[config.mk]
export PLATFORM = sky130hd
export DESIGN_NAME = ffha_ram
export DESIGN_NICKNAME = d
export VERILOG_FILES = /design/src/hdl/ffha_ram.sv
export SDC_FILE = /design/constraint.sdc
export NUM_CORES = 2
export LEC_CHECK = 0
export ABC_AREA = 1
export ABC_CLOCK_PERIOD_IN_PS = 6800
export BUFFER_PORTS_ARGS = -buffer_cell sky130_fd_sc_hd__buf_2
export CORE_MARGIN = 1.5
export CORE_UTILIZATION = 30
export CTS_CLUSTER_DIAMETER = 150
export DETAILED_ROUTE_END_ITERATION = 10
export PLACE_DENSITY = 0.49
export SETUP_SLACK_MARGIN = 0.15
export SYNTH_ARGS = -nofsm -noshare
export SYNTH_HDL_FRONTEND = slang
export SYNTH_SLANG_ARGS = --single-unit
[constraint.sdc]
create_clock -name clk -period 6.8 [get_ports clk]
set_input_delay 1.7 -clock clk [delete_from_list [all_inputs] [get_ports clk]]
set_output_delay 1.7 -clock clk [all_outputs]
set_load 0.05 [all_outputs]
[src/hdl/ffha_ram.sv]
// Generic single-port-write, single-port-read RAM with registered read.
module ffha_ram #(
	parameter int WIDTH = 33,
	parameter int DEPTH = 64
) (
	input  logic                     clk,
	input  logic                     we,
	input  logic [$clog2(DEPTH)-1:0] waddr,
	input  logic [WIDTH-1:0]         wdata,
	input  logic [$clog2(DEPTH)-1:0] raddr,
	output logic [WIDTH-1:0]         rdata
);
	logic [WIDTH-1:0] mem [DEPTH];

	always_ff @(posedge clk) begin
		if (we) begin
			mem[waddr] <= wdata;
		end
		rdata <= mem[raddr];
	end
endmodule

==> impl_metrics.json <==
{
  "portBuffers": 79,
  "max-slew-margin-rel_pct": 9.04,
  "place_congestion": 0.796,
  "std_cell_rows": 196,
  "crit_cells": 5,
  "whs_path_depth": 8,
  "max_stage_delay_ns": 1.29,
  "crit_family": "simple AND/OR/NAND/NOR gates",
  "area_growth_pct": 12.9,
  "startpoint_type": "input port",
  "async_flop_share_pct": 0,
  "tritoncts.num_buffers": 221,
  "grt-ovfl-total": 0,
  "yosysTopAreaCellShare_pct": 74.0,
  "start_util_pct": 30.1,
  "grt_max_degree": 150,
  "hold_viol": 0,
  "path_clk_slew_ns": 0.06,
  "regArea_um2": 64100,
  "ys_seq_elements": 2145,
  "grt_usage_pct": 17.8,
  "finalMaxSlewViolations": 0,
  "multi_input_area_um2": 19300,
  "clk_latency_ns": 0.86,
  "setup.worst_path.class": "in -> reg",
  "htree_levels": 4,
  "cp.arrival_ns": 4.74,
  "path_max_fanout": 28,
  "crit_path_top_delay_cell": "nor2_4",
  "synth.area.top_cells": "edfxtp_1 74%, nand3_1 11%, nand2_1 10%, buf_2 1.2%, buf_6 0.83%",
  "setup_viol": 0,
  "vdd_drop_max_mv": 0.215,
  "grt-busiest-layer": "met2",
  "firstDrtPassIters": 7,
  "fp.dieH_um": 538,
  "avgSynthCellArea_um2": 12.3,
  "dp_hpwl_um": 140000,
  "status": "finished clean",
  "postCtsSetupRepairBufs": 0,
  "cts_tree": "done",
  "path_cells": "buf_2 -> inv_1 -> nand4_1 -> nor2_4 -> buf_4",
  "crit_required_ns": 7.34,
  "vias_per_cell": 5.01,
  "power_density_nw_per_um2": 290,
  "pin_count": 80,
  "syn_area_um2": 85700,
  "rsz0062_at_grt": "no",
  "dieArea_um2": 289000,
  "fin_crit_ns": 4.20,
  "synth_cell_type_count": 18,
  "final.period_utilization_pct": 61.8,
  "hold_path.class": "reg -> reg",
  "cts_hold_buf": 0,
  "grt_use_met2_pct": 28.1,
  "fill_cells": 27900,
  "die_w_um": 538,
  "crit_buf_inv": 3,
  "synth_fp_nets": 7027,
  "ys_warn_count": 0,
  "max_freq_ghz": 0.238,
  "leakagePower_nw": 33.2,
  "tightestPinTransition_ns": 1.36,
  "synthCells": 6980,
  "grt_pass1_wl_um": 379000,
  "grt_pass1_vias": 51800,
  "final_common_cell": "nand2_1",
  "ys_seq_area_share_pct": 74.8,
  "place_ws_ns": 1.86,
  "clk_path_buf_depth": 4,
  "drtAntennaViolNets": 0,
  "ys.flop_type": "edfxtp_1",
  "critPathCaptureType": "register",
  "vias": 54600,
  "core_area_um2": 285000,
  "cap_viol_max_count": 0,
  "root_buffer": "clkbuf_16",
  "groute.layer.met1.usage_pct": 25.9,
  "antenna_found_initial": 22,
  "totalNegativeSetupSlack_ns": 0,
  "fin_ws_ns": 2.60,
  "drtIter0Drc": 6132,
  "fin_skew_ns": 0.0455,
  "final_cell_mix": "2321 x nand2_1, 2112 x edfxtp_1, 1965 x nand3_1, 224 x clkbuf_16, 110 x buf_4",
  "routed_wl_um": 263000,
  "routedWlPerCell_um": 24.1,
  "drc": 0,
  "cts_resized": 0,
  "rr_worst_depth": 8,
  "synth_top_area_cell": "edfxtp_1",
  "finish.net_count": 6995,
  "drive_above_1_share_pct": 7.94,
  "use_met3_pct": 2.23,
  "synth_edf_count": 2112,
  "clock-sinks": 2145
}
[worst min-delay path, delay by kind of cell (launching register included)]
family | cells | cell delay, ns
AND/OR/NAND/NOR | 8 | 0.47
flip-flops | 1 | 0.32
[per-layer routing]
layer / routed length, um / vias up
li1: - / 24800
met1: 119000 / 27500
met2: 121000 / 1911
met3: 16700 / 345
met4: 6080 / 4
met5: 24 / -
[logic make-up (layout without fill, tap and decap cells)]
kind of cell | after synthesis | after routing | share of synthesized area (%)
buf+inv | 476 | 621 | 3.23
simple gates | 4359 | 4359 | 22.0
flops | 2145 | 2145 | 74.8
other cells | 0 | 11 | 0
[report_power, final]
part	total, W	internal (W)	switching [W]	leakage, nW
clock	0.0116	0.00648	0.00508	3.29
sequential	0.0147	0.0146	0.0000748	19.3
combinational	0.00182	0.000389	0.00143	10.6
[registers in the layout, indices dropped and copies added (netlist names)]
name,count
rdata,33
mem,2112
[Yosys cell counts, types with 4 or more instances]
master    instances
nor2_1           56
nand4_1           9
buf_6            63
edfxtp_1       2112
nor4_1            8
nand3_1        1965
nand2_1        2321
clkbuf_1         79
buf_2           213
buf_1            56
buf_8             4
dfxtp_1          33
buf_4            48
inv_1             9
[metrics by stage]
step	instances	area [um2]	utilization [%]	power, W	hold slack (ns)
5_1_grt	10900	96700	34.0	0.0289	0.902
3_5_place_dp	10500	90000	31.6	0.0168	0.803
2_1_floorplan	6980	85700	-	0.0160	0.721
3_3_place_gp	10500	90000	31.6	0.0168	0.800
4_1_cts	10900	96700	34.0	0.0283	0.819
6_report	10900	96700	34.0	0.0281	0.815
[area by class of cell]
class | instances | share of cell area (%)
Antenna cell | 11 | 0.0285
Tap cell | 3762 | 4.87
Timing Repair Buffer | 209 | 1.87
Sequential cell | 2145 | 66.2
Inverter | 12 | 0.0867
Clock buffer | 291 | 6.14
Clock inverter | 109 | 0.788
Multi-Input combinational cell | 4359 | 20.0
[path summary, 6_finish.rpt]
check / from / slack [ns] / to
worst max-delay path: waddr[0] / 2.60 / mem[62][13]
worst min-delay path: mem[26][23] / 0.81 / rdata[23]
worst max register to register: mem[15][25] / 5.12 / rdata[25]
worst min register to register: mem[26][23] / 0.81 / rdata[23]
(Power assumes the default switching activity.)
